### config.mk
export PLATFORM = sky130hd
export DESIGN_NAME = qvpc_isqrt
export DESIGN_NICKNAME = d
export VERILOG_FILES = /design/src/design/qvpc_pkg.sv /design/src/design/qvpc_isqrt.sv
export SDC_FILE = /design/constraint.sdc
export NUM_CORES = 2
export LEC_CHECK = 0
export BUFFER_PORTS_ARGS = -buffer_cell sky130_fd_sc_hd__buf_2
export CAP_MARGIN = 20
export CELL_PAD_IN_SITES_DETAIL_PLACEMENT = 1
export CELL_PAD_IN_SITES_GLOBAL_PLACEMENT = 1
export CORE_ASPECT_RATIO = 0.7
export CORE_MARGIN = 2
export CORE_UTILIZATION = 53
export CTS_CLUSTER_DIAMETER = 200
export DETAILED_ROUTE_END_ITERATION = 8
export PLACE_DENSITY = 0.87
export SETUP_SLACK_MARGIN = 0.3
export SLEW_MARGIN = 10
export SYNTH_ARGS = -nofsm -noshare
export SYNTH_HDL_FRONTEND = slang
export SYNTH_SLANG_ARGS = --single-unit
export TNS_END_PERCENT = 1
### constraint.sdc
create_clock -name i_clk -period 10.83 [get_ports i_clk]
set_input_delay 1.083 -clock i_clk [delete_from_list [all_inputs] [get_ports i_clk]]
set_output_delay 1.083 -clock i_clk [all_outputs]
set_load 0.05 [all_outputs]
### src/design/qvpc_pkg.sv
// ----------------------------------------------------------------------------
// qvpc_pkg
// Shared widths, codes and bundle types for the quaternion vector-part
// converter.
// ----------------------------------------------------------------------------
package qvpc_pkg;

    localparam int FRAC_BITS_DEF  = 30;
    localparam int COMP_WIDTH_DEF = 32;

    localparam int FIELD_W     = 32;
    localparam int MAG_W       = 32;
    localparam int NUM_COMP    = 4;
    localparam int NUM_LANES   = 3;
    localparam int SQ_W        = 2 * MAG_W;
    localparam int SQX_W       = SQ_W + 1;
    localparam int SUM_W       = SQ_W + 1;
    localparam int RAD_W       = SQ_W - 1;
    localparam int ROOT_W      = 32;
    localparam int SQRT_STAGES = SQ_W / 2;
    localparam int NORM_STEPS  = 5;

    typedef enum logic {
        OP_Q2V = 1'b0,
        OP_V2Q = 1'b1
    } t_op;

    // front end bundle: all four components
    typedef struct packed {
        t_op                               op;
        logic                              zero;
        logic [NUM_COMP-1:0]               neg;
        logic [MAG_W-1:0]                  max;
        logic [NUM_COMP-1:0][MAG_W-1:0]    mag;
    } t_front;

    // back end bundle: vector lanes plus the sign of w
    typedef struct packed {
        t_op                               op;
        logic                              bad;
        logic                              neg_w;
        logic [NUM_LANES-1:0]              neg;
        logic [NUM_LANES-1:0][MAG_W-1:0]   mag;
    } t_side;

    typedef struct packed {
        logic [FIELD_W-1:0] w;
        logic [FIELD_W-1:0] x;
        logic [FIELD_W-1:0] y;
        logic [FIELD_W-1:0] z;
        logic               bad;
    } t_result;

endpackage

### src/design/qvpc_isqrt.sv
// ----------------------------------------------------------------------------
// qvpc_isqrt
// Pipelined integer square root, one result bit per stage.
// ----------------------------------------------------------------------------
module qvpc_isqrt import qvpc_pkg::*; (
    input  logic              i_clk,
    input  logic              i_en,
    input  logic [RAD_W-1:0]  i_rad,
    output logic [ROOT_W-1:0] o_root
);

    logic [SQ_W-1:0] r_rem [SQRT_STAGES];
    logic [SQ_W-1:0] r_res [SQRT_STAGES];

    for (genvar s = 0; s < SQRT_STAGES; s++) begin : g_stage
        localparam logic [SQX_W-1:0] BIT = SQX_W'(1) << (SQ_W - 2 - 2 * s);
        logic [SQ_W-1:0]  w_rem;
        logic [SQ_W-1:0]  w_res;
        logic [SQX_W-1:0] w_trial;
        logic [SQ_W-1:0]  n_rem;
        logic [SQ_W-1:0]  n_res;

        if (s == 0) begin : g_first
            assign w_rem = {1'b0, i_rad};
            assign w_res = '0;
        end else begin : g_next
            assign w_rem = r_rem[s-1];
            assign w_res = r_res[s-1];
        end

        always_comb begin
            w_trial = {1'b0, w_res} + BIT;
            if ({1'b0, w_rem} >= w_trial) begin
                n_rem = SQ_W'({1'b0, w_rem} - w_trial);
                n_res = SQ_W'({1'b0, w_res >> 1} + BIT);
            end else begin
                n_rem = w_rem;
                n_res = w_res >> 1;
            end
        end

        always_ff @(posedge i_clk) begin
            if (i_en) begin
                r_rem[s] <= n_rem;
                r_res[s] <= n_res;
            end
        end
    end

    assign o_root = ROOT_W'(r_res[SQRT_STAGES-1]);

endmodule

Yosys cells after proc, flatten, opt, wreduce, memory -nomap -nowiden --
Memory sizes are Yosys's and may differ from the RTL's. Index checks and enable logic that the tools add are counted.
Cells by class: $lt $le $gt $ge 32, shift operators 0, multiplexer cells 66, $add $sub $neg 94, divide/modulo/power cells 0, bitwise operators 0, equal/unequal tests 0, reduce and logical (&&, ||, !) cells 0, multiply operators 0
Operators with widths (count):
- $mux 64 | 63
- $ge 64x65->1 | 31
- $sub 64x64->64 | 31
- $add 64x1->65 const B | 1
- $add 64x11->65 const B | 1
- $add 64x13->65 const B | 1
- $add 64x15->65 const B | 1
- $add 64x17->65 const B | 1
- $add 64x19->65 const B | 1
- $add 64x21->65 const B | 1
- $add 64x23->65 const B | 1
- $add 64x25->65 const B | 1
- $add 64x27->65 const B | 1
- $add 64x29->65 const B | 1
- $add 64x3->65 const B | 1
- $add 64x31->65 const B | 1
- $add 64x33->65 const B | 1
- $add 64x35->65 const B | 1
- $add 64x37->65 const B | 1
- $add 64x39->65 const B | 1
- $add 64x41->65 const B | 1
- $add 64x43->65 const B | 1
- $add 64x45->65 const B | 1
- $add 64x47->65 const B | 1
- other kinds (45) | 46
Word-level totals: output and inout port bits 32, latch bits 0, memories kept 2, word-level logic and storage cells 194, flip-flop bits (word level) 0, bits in read-only memories 0, input port bits 65, memory bits (writable) 4096
Memory list:
- r_rem | depth 32, width 64, rd ports 31, clocked after memory_dff 0, wr ports 32, line qvpc_isqrt.sv:12 | logic [SQ_W-1:0] r_rem [SQRT_STAGES];
- r_res | depth 32, width 64, rd ports 32, clocked after memory_dff 0, wr ports 32, line qvpc_isqrt.sv:13 | logic [SQ_W-1:0] r_res [SQRT_STAGES];

Depth between registers and ports, before layout --
An unclocked memory read counts as a cell.
depth after elaboration 4, depth in mapped cells 15, gate-level depth less buffers 12

Least setup slack after synthesis --
No wires, ideal clock.
kind reg-to-reg, start point mem r_rem[1][599] (netlist name), end point mem r_rem[1][697] (netlist name) (data pin), required time 10.572 ns, path slack 7.089 ns, data arrival time 3.483 ns, clock period less this slack 3.741 ns, cell stages (with the launch flop) 13, path buffers 2, library setup time 0.258 ns, cells stage by stage edfxtp_1 ha_1 clkbuf_2 nand2_1 or4_1 or3_1 nor4_1 a211o_1 or3b_1 or3_1 clkbuf_1 or4_1 xnor2_1
RTL lines (line):
- start: declaration | qvpc_isqrt.sv:12

==> results.py <==
metrics = {
    "floorplanning": {
        "dieArea_um2": 230900,
        "die-height_um": 402.7,
        "start_util_pct": 53.25,
        "num_io_pins": 97,
        "core_area_um2": 226000,
        "die_x_um": 573.5,
        "num_rows": 146,
    },
    "clock_tree": {
        "clkTransAtPathRegs_ps": 70,
        "insertion_delay_ps": 930,
        "cts_resized": 0,
        "clock_path_buffers": 4,
        "cts_root_buf": "clkbuf_16",
        "cts_made_buffers": 240,
        "ctsHtreeMaxLevel": 4,
        "cts_sinks": 2512,
        "hold_buffers": 0,
        "cts_tree": "done",
        "postCtsSetupBuffers": 0,
    },
    "layout": {
        "final_common_cell": "edfxtp_1",
        "drive_above_1_share_pct": 6.858,
        "fin_nets": 10387,
        "final_cell_mix": "edfxtp_1 (2512), inv_1 (678), nand2_1 (658), nor2_1 (614), a21oi_1 (595)",
        "synthToLayoutAreaGrowth_pct": 10.02,
    },
    "timing": {
        "max_freq_ghz": 0.2032,
        "hold_violations": 0,
        "min_period_ps": 4922,
        "fin_crit_sh_pct": 45.45,
        "worst_hold_slack_ps": 275.9,
        "finalSetupTns_ps": 0,
        "setup_viol": 0,
        "clock_skew_ps": 81.81,
        "rsz0062_at_grt": "no",
        "relSlewSlack_pct": 11.38,
        "maxSlewViolCount": 0,
        "tightest_slew_ps": 1317,
    },
    "power_and_ir_drop": {
        "power.leakage_uw": 0.04949,
        "cellPowerDensity_nw_per_um2": 219.4,
        "vdd_drop_max_v": 0.0001530,
    },
    "global_routing": {
        "grt_pass1_vias": 84254,
        "track_usage_pct": 32.54,
        "grt_pass1_wl_mm": 563.9,
        "grt_max_degree": 204,
        "grt_overflow": 0,
        "antenna_found_initial": 16,
    },
    "synthesis": {
        "syn-cell-area_um2": 120300,
        "yosys_warnings": 0,
        "syn_area_per_cell_um2": 12.56,
        "synthArstFlopShare_pct": 0,
        "yosysUniqueCellTypes": 91,
        "synth-seq-cells": 2512,
        "synth-edff-count": 2512,
        "ys.flop_type": "edfxtp_1",
        "synth_seq_area_share_pct": 62.69,
        "netlist_instances": 9581,
    },
    "worst_setup_path": {
        "cpMaxStageDelayCell": "nor2_1",
        "critPathArrivalTime_ps": 5530,
        "endpoint_kind": "flip-flop",
        "critPathKind": "flip-flop to flip-flop",
        "reg2reg_depth": 13,
        "path_cells": "inv_1 > ha_1 > o21a_1 > nor2_1 > or3b_2 > a21o_1 > a31oi_1 > a21oi_4 > buf_16 > nor2_1 > o211ai_1 > nor4b_1 > xor2_1",
        "cpMostUsedCell": "nor2_1",
        "cp.required_ps": 11440,
        "slowest_delay_ps": 690,
        "r2r-end": "r_rem[1][435]",
        "r2r_start": "r_res[1][341]",
        "startpoint_type": "flip-flop",
        "reg2reg_setup_slack_ps": 5910,
        "worst-path-max-fanout": 26,
    },
    "placement": {
        "place.gp.congestion": 0.9580,
        "port_buffers": 96,
        "post-dp-hpwl_mm": 277.6,
    },
    "route": {
        "drt_iter0_markers": 11857,
        "via_count": 83966,
        "first_pass_iters": 6,
        "postRouteWirelength_mm": 384.3,
        "avgRoutedWirePerCell_um": 29.57,
        "drc": 0,
        "viasPerCell": 6.461,
        "ant_nets": 0,
    },
    "min_path": {
        "hp-class": "input port to flip-flop",
        "hold_path_depth": 1,
        "hp-start": "i_rad[62]",
        "min_delay_worst_endpoint": "r_res[0][62]",
    },
    "status": {
        "outcome": "finished, final reports clean",
    },
    "job": {
        "maxCapViolations": 0,
    },
}
kinds of logic (layout without fill, tap and decap cells):
family                   after synthesis  count (layout)  share of synthesized area, %
adder cells (fa/ha/maj)              556             556                         5.781
AND/OR/NAND/NOR                     2831            2831                         12.16
flip-flops                          2512            2512                         62.69
other                                  1               5                      0.003116
buffers and inverters                888            1265                         2.779
multiplexers                         101             101                        0.9275
AO/OA/AOI/OAI                       1818            1818                         9.304
XOR/XNOR                             874             874                         6.361
area by class of cell:
class | instances | area [um2]
inverters | 679 | 2549
well taps | 3034 | 3796
flip-flops and latches | 2512 | 75430
multi-input cells | 6182 | 41660
clock buffers | 281 | 6181
clock inverters | 154 | 1658
repair buffers | 151 | 1104
fillers | 22337 | 93580
diodes | 3 | 7.507
power by group:
part	internal, uW	switching (uW)	leakage, uW
registers	12300	1340	0.0242
logic	2420	4240	0.0215
clock network	4820	3870	0.00381
total	19600	9450	0.0495
layer usage:
layer / up-vias / routed length [um] / GRT usage, %
li1: 36174 / - / -
met4: 20 / 11150 / 8.580
met1: 42324 / 164200 / 48.09
met2: 4691 / 166400 / 48.65
met5: - / 145 / 0
met3: 757 / 42410 / 7.196
worst max path at each step:
| stage | startpoint | endpoint | cells after the start |
|---|---|---|---|
| 2_1_floorplan | r_rem[1][599] | r_rem[1][697] | 12 |
| 3_3_place_gp | r_rem[1][368] | r_rem[1][435] | 10 |
| 3_5_place_dp | r_rem[1][874] | r_rem[1][948] | 10 |
| 4_1_cts | r_res[1][341] | r_rem[1][435] | 13 |
| 5_1_grt | r_res[1][341] | r_rem[1][435] | 13 |
| 6_report | r_res[1][341] | r_rem[1][435] | 13 |
synth_stat cells (102+ instances only):
cell	n	area, um2
nor4_1	329	2058
nand2_1	658	2470
nor2_1	614	2305
inv_1	678	2545
nor3_1	239	1196
ha_1	556	6957
o21a_1	102	765.7
a21oi_1	596	2983
nand4_1	170	1064
nand2b_1	104	650.6
o21ai_0	460	2302
xor2_1	395	3460
xnor2_1	479	4195
nand3_1	150	750.7
a21o_1	257	1929
clkbuf_1	183	686.9
edfxtp_1	2512	75430
state kept, by name, summed over array words and instances, names as in the netlist:
signal / cells
r_res: 528
r_rem: 1984
through the flow:
stage / power, uW / area, um2 / util (%) / setup WS, ps / cells
final: 29050 / 132400 / 58.59 / 5908 / 12996
after global routing: 29980 / 132400 / 58.59 / 5714 / 12994
after CTS: 28880 / 132300 / 58.54 / 6048 / 12986
after detailed placement: 20090 / 124500 / 55.07 / 6103 / 12551
after global placement: 19690 / 124400 / 55.04 / 6148 / 12543
after floorplan: 17390 / 120300 / - / 7089 / 9582
critical path, delay by kind of cell (launching register included):
kind                     cells  cell delay (ps)
AND/OR/NAND/NOR              4             1710
AO/OA/AOI/OAI                5             1520
flip-flops                   1              520
adder cells (fa/ha/maj)      1              370
buffers and inverters        2              340
XOR/XNOR                     1              120
(Power assumes the default switching activity.)
