===== src/design/qvpc_pkg.sv =====
// ----------------------------------------------------------------------------
// qvpc_pkg
// Shared widths, codes and bundle types for the quaternion vector-part
// converter.
// ----------------------------------------------------------------------------
package qvpc_pkg;

    localparam int FRAC_BITS_DEF  = 30;
    localparam int COMP_WIDTH_DEF = 32;

    localparam int FIELD_W     = 32;
    localparam int MAG_W       = 32;
    localparam int NUM_COMP    = 4;
    localparam int NUM_LANES   = 3;
    localparam int SQ_W        = 2 * MAG_W;
    localparam int SQX_W       = SQ_W + 1;
    localparam int SUM_W       = SQ_W + 1;
    localparam int RAD_W       = SQ_W - 1;
    localparam int ROOT_W      = 32;
    localparam int SQRT_STAGES = SQ_W / 2;
    localparam int NORM_STEPS  = 5;

    typedef enum logic {
        OP_Q2V = 1'b0,
        OP_V2Q = 1'b1
    } t_op;

    // front end bundle: all four components
    typedef struct packed {
        t_op                               op;
        logic                              zero;
        logic [NUM_COMP-1:0]               neg;
        logic [MAG_W-1:0]                  max;
        logic [NUM_COMP-1:0][MAG_W-1:0]    mag;
    } t_front;

    // back end bundle: vector lanes plus the sign of w
    typedef struct packed {
        t_op                               op;
        logic                              bad;
        logic                              neg_w;
        logic [NUM_LANES-1:0]              neg;
        logic [NUM_LANES-1:0][MAG_W-1:0]   mag;
    } t_side;

    typedef struct packed {
        logic [FIELD_W-1:0] w;
        logic [FIELD_W-1:0] x;
        logic [FIELD_W-1:0] y;
        logic [FIELD_W-1:0] z;
        logic               bad;
    } t_result;

endpackage


===== src/design/qvpc_skid.sv =====
// ----------------------------------------------------------------------------
// qvpc_skid
// Output register with one skid entry; the pipeline halts only while the
// skid entry is occupied.
// ----------------------------------------------------------------------------
module qvpc_skid import qvpc_pkg::*; (
    input  logic    i_clk,
    input  logic    i_rst_n,
    input  logic    i_push,
    input  t_result i_data,
    output logic    o_full,
    output logic    o_valid,
    input  logic    i_ready,
    output t_result o_data
);

    logic    r_out_v;
    logic    r_skid_v;
    t_result r_out_d;
    t_result r_skid_d;
    logic    n_out_v;
    logic    n_skid_v;
    logic    w_take;
    logic    w_load_out;
    logic    w_load_skid;
    logic    w_from_skid;

    always_comb begin
        w_take      = r_out_v && i_ready;
        n_out_v     = r_out_v;
        n_skid_v    = r_skid_v;
        w_load_out  = 1'b0;
        w_load_skid = 1'b0;
        w_from_skid = 1'b0;
        if (i_push) begin
            if (!r_out_v || w_take) begin
                n_out_v    = 1'b1;
                w_load_out = 1'b1;
            end else begin
                n_skid_v    = 1'b1;
                w_load_skid = 1'b1;
            end
        end else if (w_take) begin
            if (r_skid_v) begin
                w_from_skid = 1'b1;
                n_skid_v    = 1'b0;
            end else begin
                n_out_v = 1'b0;
            end
        end
    end

    always_ff @(posedge i_clk) begin
        if (!i_rst_n) begin
            r_out_v  <= 1'b0;
            r_skid_v <= 1'b0;
        end else begin
            r_out_v  <= n_out_v;
            r_skid_v <= n_skid_v;
        end
    end

    always_ff @(posedge i_clk) begin
        if (w_load_out) begin
            r_out_d <= i_data;
        end else if (w_from_skid) begin
            r_out_d <= r_skid_d;
        end
        if (w_load_skid) begin
            r_skid_d <= i_data;
        end
    end

    assign o_full  = r_skid_v;
    assign o_valid = r_out_v;
    assign o_data  = r_out_d;

endmodule


===== config.mk =====
export PLATFORM = sky130hd
export DESIGN_NAME = qvpc_skid
export DESIGN_NICKNAME = d
export VERILOG_FILES = /design/src/design/qvpc_pkg.sv /design/src/design/qvpc_skid.sv
export SDC_FILE = /design/constraint.sdc
export NUM_CORES = 1
export LEC_CHECK = 0
export BUFFER_PORTS_ARGS = -buffer_cell sky130_fd_sc_hd__buf_2
export CAP_MARGIN = 20
export CORE_MARGIN = 4
export CORE_UTILIZATION = 25
export DETAILED_ROUTE_END_ITERATION = 10
export PLACE_DENSITY = 0.42
export SLEW_MARGIN = 10
export SYNTH_ARGS = -nofsm -noshare
export SYNTH_HDL_FRONTEND = slang
export SYNTH_SLANG_ARGS = --single-unit

===== constraint.sdc =====
create_clock -name i_clk -period 19.9 [get_ports i_clk]
set_clock_uncertainty 0.15 [all_clocks]
set_input_delay 0 -clock i_clk [delete_from_list [all_inputs] [get_ports i_clk]]
set_output_delay 0 -clock i_clk [all_outputs]
set_load 0.005 [all_outputs]

# Word-level counts from Yosys, hierarchy flattened
# Cells that the tools add are included.
totals:
  regBits: 260
  latch_bits: 0
  ram_bits: 0
  romBits: 0
  input_bits: 133
  out_inout_bits: 131
  elab_cells: 38
  mem_count: 0
op_classes:
  add_sub_neg: 0
  multipliers: 0
  div: 0
  n_lt_le_gt_ge: 0
  eq_ne: 3
  shift: 0
  n_mux: 16
  n_bitwise: 0
  n_reduce_logical: 7
ops:
  columns: ["cell", "count"]
  rows:
  - ["$mux W129", 2]
  - ["$mux W1", 14]
  - ["$ne A2 B2 Y1 const B", 2]
  - ["$reduce_bool A2 Y1", 2]
  - ["$reduce_and A3 Y1", 1]
  - ["$ne A2 B1 Y1 const B", 1]
  - ["$reduce_and A2 Y1", 1]
  - ["$logic_and A1 B1 Y1", 1]
  - ["$logic_not A1 Y1", 1]
  - ["$logic_or A1 B1 Y1", 1]

# Logic depth before layout (Yosys ltp)
# Gate-level depths: netlist of run 1.
depth:
  word_depth: 5
  depth_mapped: 5
  mapped_depth_nobuf: 3

# Worst setup path after synthesis of run 1
# OpenSTA, ideal clock, no wires.
synth_timing:
  path_kind: "flip-flop to flip-flop"
  startpoint: "register r_out_v (netlist: o_valid)"
  endpoint: "register r_out_d (netlist bit o_data[0]), enable pin"
  setup_ns: 0.619
  arrival_time_ns: 5.830
  required_ns: 19.131
  path_slack_ns: 13.302
  path_stages_with_launch: 3
  n_path_buf: 0
  synth_period_minus_slack_ns: 6.598
  path_cell_list: "dfxtp_1 -> a21oi_1 -> nor2_1"
synth_via:
  elab_chain_cells: 5
  word_cells_on_any_way: 8
  cone_classes: "mux (4); reduce/logical (4)"
synth_rtl:
  columns: ["item", "line_no", "rtl"]
  rows:
  - ["start: declaration", "qvpc_skid.sv:17", "logic r_out_v;"]
  - ["start signal: assignment", "qvpc_skid.sv:58", "r_out_v <= n_out_v;"]
  - ["$logic_not A1 Y1 / $logic_and A1 B1 Y1 (equally long branches)", "qvpc_skid.sv:36, qvpc_skid.sv:29", null]
  - ["$logic_or A1 B1 Y1", "qvpc_skid.sv:36", "if (!r_out_v || w_take) begin"]
  - ["$mux W1", "qvpc_skid.sv:36", null]
  - ["$mux W1", "qvpc_skid.sv:35", "if (i_push) begin"]
  - ["$reduce_bool A2 Y1 (no line) *", null, null]
  - ["end signal: assignment", "qvpc_skid.sv:65", "r_out_d <= i_data;"]
  - ["end signal: assignment", "qvpc_skid.sv:67", "r_out_d <= r_skid_d;"]
  - ["end: declaration", "qvpc_skid.sv:19", "t_result r_out_d;"]
# Mark *: on every way between the ends. The rest lies on a longest branch, timed or not.
# A chain may end at the register's enable or synchronous reset.

# Worst setup path in the final report of run 1
layout_timing:
  startpoint: "register r_out_v (netlist: o_valid)"
  endpoint: "register r_out_d (netlist bit o_data[115]), data pin"
layout_via:
  elab_chain_cells: 5
  word_cells_on_any_way: 6
  cone_classes: "mux (3); reduce/logical (3)"
layout_rtl:
  columns: ["item", "line_no", "rtl"]
  rows:
  - ["$logic_not A1 Y1 / $logic_and A1 B1 Y1 (equally long branches)", "qvpc_skid.sv:36, qvpc_skid.sv:29", null]
  - ["$logic_or A1 B1 Y1 *", "qvpc_skid.sv:36", null]
  - ["$mux W1 *", "qvpc_skid.sv:36", null]
  - ["$mux W1 *", "qvpc_skid.sv:35", null]
  - ["$mux W129 *", "qvpc_skid.sv:64", "if (w_load_out) begin"]
# Marks and branches as above.

==> results of run 1 <==
[power groups by stage]
stage	registers, mW	clock network, mW	logic (mW)
after global placement	0.652	0	0.0948
after floorplan	0.657	0	0.0510
after CTS	0.641	0.558	0.127
final	0.641	0.536	0.124
after detailed placement	0.652	0	0.0979
after global routing	0.643	0.582	0.134
[through the flow]
step	hold WS [ps]	power (mW)	setup WS (ps)
3_3_place_gp	40.9	0.747	17100
4_1_cts	0.375	1.33	16990
2_1_floorplan	-51.1	0.709	13300
6_report	35.9	1.30	17040
5_1_grt	1.52	1.36	16880
3_5_place_dp	41.9	0.750	16990
[path summary, 6_finish.rpt]
check / endpoint / slack (ps) / cells after the start
worst max-delay path: o_data[115] / 17040 / 4
worst min-delay path: r_skid_d[40] / 40 / 2
worst max register to register: o_data[115] / 17040 / 4
worst min register to register: o_data[61] / 390 / 1
[layout make-up]
type                    instances  share of cell area [%]
clock inverters                 9                   0.680
well taps                     518                    4.46
clock buffers                  44                    5.88
repair buffers                455                    22.2
multi-input cells             141                    13.2
flip-flops and latches        260                    53.6
[worst max-delay path: cells and delay by family (launching register included)]
| kind | cells | cell delay [ps] |
|---|---|---|
| buffers and inverters | 1 | 880 |
| AND/OR/NAND/NOR | 2 | 710 |
| multiplexers | 1 | 430 |
| flip-flops | 1 | 390 |
[synth_stat cells]
cell	count	area, um^2
o21ai_0	1	5.00
buf_4	1	7.51
nand2b_4	1	13.8
nand2_1	2	7.51
mux2_4	101	1520
edfxtp_1	258	7750
nor2b_1	1	6.26
mux2_2	28	315
buf_12	11	220
a21boi_0	1	7.51
buf_6	2	22.5
and2_1	1	6.26
nor2_1	1	3.75
a21oi_1	2	10.0
dfxtp_1	2	40.0
nor2b_4	1	13.8
nand2b_1	1	6.26
[metal layers]
layer  track usage (%)  part of all wire (%)
met5                 0                     0
met3              3.10                   6.1
met2              19.0                    51
met1              12.5                    40
met4              2.85                   2.4
[cell families after synthesis]
logic type	share of synthesized area (%)
compound gates	0.226
buf+inv	2.52
flops	78.3
simple gates	0.579
mux	18.4
[sequential cells by signal (all words and copies together) (netlist names)]
signal and count:
o_full 1, o_valid 1, o_data 129, r_skid_d 129
==> impl_metrics.env, run 1 <==
export IMPL_run_status="finished, final reports clean"
export IMPL_fmax_ghz=0.350
export IMPL_hold_start="i_data[40]"
export IMPL_nNetsFinal=1022
export IMPL_combPwrFrac_pct=9.5
export IMPL_p_int_mw=1.03
export IMPL_num_vias=5576
export IMPL_htreeDepth=1
export IMPL_syn_inst=415
export IMPL_dp_cells=1188
export IMPL_gp_congestion=0.731
export IMPL_synth_cell_types=17
export IMPL_final_cell_area_mm2=0.0145
export IMPL_worstPathArrival_ps=3010
export IMPL_cp_cell_sequence="nor2b_4, nand2b_4, buf_4, mux2_2"
export IMPL_utilization_pct=37.3
export IMPL_syn_area_mm2=0.00995
export IMPL_critPathKind="reg2reg"
export IMPL_switching_share_pct=21.0
export IMPL_clock_sinks=260
export IMPL_multiInputGateArea_mm2=0.00192
export IMPL_insertion_delay_ps=550
export IMPL_clk_path_buf_depth=3
export IMPL_final_hold_viol_count=0
export IMPL_crit_start="o_valid"
export IMPL_routed_via_density=3.91
export IMPL_power_leakage_nw=5.74
export IMPL_syn_area_per_cell_um2=24.0
export IMPL_syn_nets=548
export IMPL_cts_buffers=31
export IMPL_power_density_mw_per_mm2=89.5
export IMPL_drive_above_1_share_pct=48.7
export IMPL_ys_seq_area_share_pct=78.3
export IMPL_switchingPower_uw=273
export IMPL_yosysWarnings=0
export IMPL_cts_setup_buffers=0
export IMPL_die_w_um=207
export IMPL_path_max_fanout=53
export IMPL_layout_common_cells="buf_2 (263), edfxtp_1 (258), dlygate4sd3_1 (186)"
export IMPL_area_delta_synth_final_pct=46.1
export IMPL_core_area_mm2=0.0390
export IMPL_seqCellArea_mm2=0.00779
export IMPL_fin_cells=1427
export IMPL_grt_use_total_pct=10.6
export IMPL_relSlewSlack_pct=32.0
export IMPL_core_rowCount=72
export IMPL_fillers=3659
export IMPL_finalMaxSlewViolations=0
export IMPL_start_util_pct=25.5
export IMPL_worst_pin_slew_ps=1020
export IMPL_first_pass_iters=4
export IMPL_setup_viol=0
export IMPL_crit_path_top_delay_cell="buf_4"
export IMPL_post_cts_resized=0
export IMPL_grt_overflow=0
export IMPL_ioPinCount=264
export IMPL_antenna_found_initial=0
export IMPL_portBuffers=263
export IMPL_fp_dieH_um=207
export IMPL_post_drt_wl_per_cell_um=16.6
export IMPL_synth_seq_cells=260
export IMPL_grt_max_degree=66
export IMPL_mostFrequentLayoutCell="buf_2"
export IMPL_end_kind="register"
export IMPL_cp_slowest_stage_delay_ps=880
export IMPL_ctsHoldBuffers=186
export IMPL_clkTransAtPathRegs_ps=60
export IMPL_cts_tree="yes"
export IMPL_wl_um=23600
export IMPL_rsz0062_at_grt="false"
export IMPL_diodes=0
export IMPL_vdd_drop_max_uv=59.5
export IMPL_fin_tns_setup_ps=0
export IMPL_worstSetupStartpointType="register"
export IMPL_die_area_mm2=0.0431
export IMPL_grt_pass1_wl_um=37200
export IMPL_clkPwrFrac_pct=41.2
export IMPL_min_path_type="in2reg"
export IMPL_cts_root_buf="clkbuf_16"
export IMPL_grt_pass1_vias=6425
export IMPL_drv_cap=0
export IMPL_period_share_pct=14.4
export IMPL_placed_area_mm2=0.0117
export IMPL_fin_crit_ps=2860
export IMPL_drcViolationCount=0
export IMPL_drt_iter0_markers=244
export IMPL_final_antenna_net_count=0
export IMPL_r2r_start="o_valid"
export IMPL_required_ps=20050
export IMPL_seq_power_share_pct=49.3
export IMPL_hpwl_um=14900
Power figures use the tool's default switching activity.
==> run 2: changes to the inputs <==
clock period = 2.8 ns   (was 19.9 ns; I/O delays follow)
==> impl_metrics.env, run 2 (same netlist as run 1, synthesis figures left out) <==
export IMPL_finalMaxSlewViolations=0
export IMPL_r2r_end="o_full"
export IMPL_p_int_mw=7.02
export IMPL_grt_overflow=0
export IMPL_htreeDepth=1
export IMPL_min_path_type="in2reg"
export IMPL_hold_end="r_skid_d[54]"
export IMPL_switchingPower_mw=1.91
export IMPL_insertion_delay_ps=550
export IMPL_hpwl_um=15300
export IMPL_clock_sinks=260
export IMPL_r2r_start="o_valid"
export IMPL_num_vias=5555
export IMPL_fp_dieH_um=207
export IMPL_drt_iter0_markers=199
export IMPL_portBuffers=263
export IMPL_grt_pass1_wl_um=36800
export IMPL_drive_above_1_share_pct=51.2
export IMPL_area_delta_synth_final_pct=44.3
export IMPL_worstPathArrival_ps=2490
export IMPL_mostFrequentLayoutCell="buf_2"
export IMPL_die_w_um=207
export IMPL_wl_um=23400
export IMPL_worstSetupStartpointType="register"
export IMPL_fin_crit_ps=2160
export IMPL_start_util_pct=25.5
export IMPL_drv_cap=0
export IMPL_hold_start="i_data[54]"
export IMPL_clk_path_buf_depth=3
export IMPL_cts_buffers=30
export IMPL_vdd_drop_max_uv=366
export IMPL_seqCellArea_mm2=0.00779
export IMPL_clkTransAtPathRegs_ps=60
export IMPL_diodes=0
export IMPL_nNetsFinal=1005
export IMPL_cts_tree="yes"
export IMPL_antenna_found_initial=0
export IMPL_grt_pass1_vias=6325
export IMPL_rsz0062_at_grt="false"
export IMPL_crit_start="o_valid"
export IMPL_relSlewSlack_pct=59.2
export IMPL_power_density_mw_per_mm2=622
export IMPL_run_status="finished, final reports clean"
export IMPL_core_area_mm2=0.0390
export IMPL_grt_max_degree=103
export IMPL_switching_share_pct=21.4
export IMPL_fin_tns_setup_ps=0
export IMPL_hold_depth=2
export IMPL_finalPower_mw=8.94
export IMPL_core_rowCount=72
export IMPL_routed_via_density=3.94
export IMPL_post_drt_wl_per_cell_um=16.6
export IMPL_fillers=3705
export IMPL_setup_viol=0
export IMPL_clkPwrFrac_pct=39.2
export IMPL_seq_power_share_pct=51.0
export IMPL_path_max_fanout=5
export IMPL_critPathKind="reg2reg"
export IMPL_fmax_ghz=0.463
export IMPL_end_kind="register"
export IMPL_first_pass_iters=4
export IMPL_grt_use_total_pct=10.6
export IMPL_final_hold_viol_count=0
export IMPL_drcViolationCount=0
export IMPL_worst_pin_slew_ps=612
export IMPL_timing_hold_ws_ps=36.0
export IMPL_power_leakage_nw=5.68
export IMPL_period_share_pct=77.2
export IMPL_required_ps=3120
export IMPL_r2r_worst_path_cells=5
export IMPL_combPwrFrac_pct=9.8
export IMPL_ioPinCount=264
export IMPL_die_area_mm2=0.0431
export IMPL_final_antenna_net_count=0
export IMPL_ff2ff_setup_slack_ps=640
export IMPL_gp_congestion=0.765
export IMPL_multiInputGateArea_mm2=0.00193
export IMPL_cts_root_buf="clkbuf_16"
export IMPL_layout_common_cells="buf_2 (263), edfxtp_1 (258), dlygate4sd3_1 (156)"
-- run 2: cell types whose count changed in the layout (fill, tap and decap cells not counted), sizes merged --
cell and delta:
buf +14, bufinv -2, clkbuf -6, clkinv +10
clkinvlp -1, dlygate4sd3 -30, inv -1
-- run 2: through the flow --
stage / instance area (um^2) / util [%] / std cells / setup WS [ps]
finish: 14400 / 36.8 / 1411 / 638
detailed placement: 11900 / 30.6 / 1202 / 602
global placement: 11900 / 30.6 / 1202 / 669
floorplan: 9960 / - / 415 / -127
global route: 14400 / 36.8 / 1411 / 498
CTS: 14400 / 36.8 / 1411 / 621
-- run 2: critical path, stage by stage, from the launching register on --
cell           delay [ps]
dfxtp_2               370
nor2b_4               210
o21ai_0               100
dlygate4sd3_1         570
a21boi_0              160
dlygate4sd3_1         560
-- run 2: area by class of cell --
type	count	area share [%]
clock buffers	38	5.59
clock inverters	15	0.506
multi-input cells	141	13.4
flip-flops and latches	260	54.3
well taps	518	4.52
repair buffers	439	21.7
-- run 2: routing by layer --
layer | GRT usage [%] | vias to the layer above | share of wire, %
li1 | - | 2575 | -
met1 | 13.2 | 2766 | 43
met2 | 18.1 | 174 | 48
met3 | 3.16 | 40 | 6.4
met4 | 2.49 | 0 | 2.3
met5 | 0 | - | 0
-- run 2: how the worst max path moves through the flow --
stage	to	slack (ps)	cells past startpoint
6_report	o_full	640	5
5_1_grt	o_full	500	5
4_1_cts	o_data[115]	620	4
3_5_place_dp	o_data[115]	600	4
3_3_place_gp	o_data[4]	670	4
2_1_floorplan	o_data[0]	-130	2
-- run 2: power by group through the flow --
stage / Sequential (mW) / Clock [mW] / Combinational, mW
3_3_place_gp: 4.63 / 0 / 0.699
6_report: 4.55 / 3.51 / 0.877
4_1_cts: 4.56 / 3.66 / 0.897
2_1_floorplan: 4.65 / 0 / 0.365
3_5_place_dp: 4.63 / 0 / 0.721
5_1_grt: 4.57 / 3.82 / 0.951
-- run 2: repair_timing --
| item | CTS | global route |
|---|---|---|
| hold endpoints to repair | 281 | 0 |
| hold buffers | 156 | 0 |
| gates resized for setup | 0 | 0 |
| buffers inserted | 0 | 0 |
==> run 3: changes to the inputs <==
clock period = 2.2 ns   (was 2.8 ns; I/O delays follow)
==> impl_metrics.env, run 3 (same netlist as run 1, synthesis figures left out) <==
export IMPL_clkTransAtPathRegs_ps=60
export IMPL_placed_area_mm2=0.0119
export IMPL_grt_max_degree=56
export IMPL_rsz0062_at_grt="false"
export IMPL_layout_common_cells="buf_2 (263), edfxtp_1 (258), dlygate4sd3_1 (168)"
export IMPL_cts_root_buf="clkbuf_16"
export IMPL_antenna_found_initial=0
export IMPL_htreeDepth=1
export IMPL_drcViolationCount=0
export IMPL_vdd_drop_max_uv=490
export IMPL_nNetsFinal=1013
export IMPL_setup_viol=0
export IMPL_ff2ff_setup_slack_ps=220
export IMPL_period_share_pct=89.8
export IMPL_diodes=0
export IMPL_final_hold_viol_count=0
export IMPL_grt_use_total_pct=10.4
export IMPL_path_max_fanout=55
export IMPL_crit_path_top_delay_cell="mux2_2"
export IMPL_worstPathArrival_ps=2120
export IMPL_power_density_mw_per_mm2=808
export IMPL_hpwl_um=15300
export IMPL_drt_iter0_markers=168
export IMPL_finalMaxSlewViolations=0
export IMPL_worst_pin_slew_ps=455
export IMPL_fmax_ghz=0.506
export IMPL_relSlewSlack_pct=69.7
export IMPL_first_pass_iters=4
export IMPL_gp_congestion=0.738
export IMPL_routed_via_density=3.92
export IMPL_insertion_delay_ps=560
export IMPL_post_drt_wl_per_cell_um=16.3
export IMPL_fin_crit_ps=1980
export IMPL_cp_slowest_stage_delay_ps=390
export IMPL_ioPinCount=264
export IMPL_start_util_pct=25.5
export IMPL_cts_buffers=30
export IMPL_end_kind="register"
export IMPL_core_area_mm2=0.0390
export IMPL_critPathKind="reg2reg"
export IMPL_die_area_mm2=0.0431
export IMPL_portBuffers=263
export IMPL_grt_pass1_wl_um=36300
export IMPL_grt_overflow=0
export IMPL_fp_dieH_um=207
export IMPL_wl_um=23200
export IMPL_timing_hold_ws_ps=24.9
export IMPL_core_rowCount=72
export IMPL_area_delta_synth_final_pct=46.2
export IMPL_min_path_type="in2reg"
export IMPL_grt_pass1_vias=6258
export IMPL_cp_cell_sequence="nor2b_4, nand2b_4, buf_12, mux2_2"
export IMPL_fillers=3664
export IMPL_final_cell_area_mm2=0.0145
export IMPL_mostFrequentLayoutCell="buf_2"
export IMPL_worst_path_buf_inv=1
export IMPL_worstSetupStartpointType="register"
export IMPL_power_leakage_nw=5.75
export IMPL_num_vias=5572
export IMPL_die_w_um=207
export IMPL_fin_tns_setup_ps=0
export IMPL_clk_path_buf_depth=3
export IMPL_cts_tree="yes"
export IMPL_drive_above_1_share_pct=50.2
export IMPL_final_antenna_net_count=0
export IMPL_drv_cap=0
export IMPL_run_status="finished, final reports clean"
export IMPL_clock_sinks=260
export IMPL_required_ps=2340
export IMPL_path_delay_family="simple AND/OR/NAND/NOR gates"
[run 3: cell count changes in the layout (fill, tap and decap cells not counted), moves of 2 or more]
cell / before / now
clkinv_2: 5 / 3
clkinv_4: 2 / 0
bufinv_16: 0 / 3
dlygate4sd3_1: 156 / 168
buf_4: 13 / 7
buf_12: 7 / 9
[run 3: final cells by class]
| type | instances | area, um^2 | area share (%) |
|---|---|---|---|
| flip-flops and latches | 260 | 7790 | 53.6 |
| repair buffers | 447 | 3230 | 22.2 |
| multi-input cells | 141 | 1930 | 13.2 |
| clock inverters | 16 | 146 | 1.01 |
| well taps | 518 | 648 | 4.46 |
| clock buffers | 38 | 802 | 5.51 |
[run 3: repair_timing]
action | in CTS | in global routing
hold buffers | 167 | 1
endpoints found under the hold margin | 277 | 1
gates resized for setup | 0 | 0
buffers inserted | 0 | 0
[run 3: worst paths after layout]
kind	depth (start not counted)	to	start
max	4	o_data[116]	o_valid
min	2	r_skid_d[56]	i_data[56]
max reg2reg	4	o_data[116]	o_valid
min reg2reg	1	o_data[61]	r_skid_d[61]
[run 3: stage by stage]
stage	instances	power (mW)	worst slack (ps)	util [%]
finish	1420	11.8	224	37.3
CTS	1419	12.0	214	37.3
detailed placement	1198	6.81	240	30.5
global placement	1198	6.79	276	30.5
floorplan	415	6.39	-727	-
global route	1420	12.3	155	37.3
[run 3: metal layers]
layer  vias up  routed length (um)  GRT usage (%)
li1       2590                   -              -
met1      2764                9760           12.7
met3        37                1660           3.64
met5         -                   0              0
met2       181               11100           17.5
met4         0                 682           2.90
[run 3: where the power goes]
group	switching, mW	internal, mW	total [mW]	leakage, nW
Clock	1.93	2.90	4.82	0.459
Combinational	0.467	0.672	1.14	2.85
Sequential	0.0605	5.73	5.79	2.44
Total	2.46	9.30	11.8	5.75
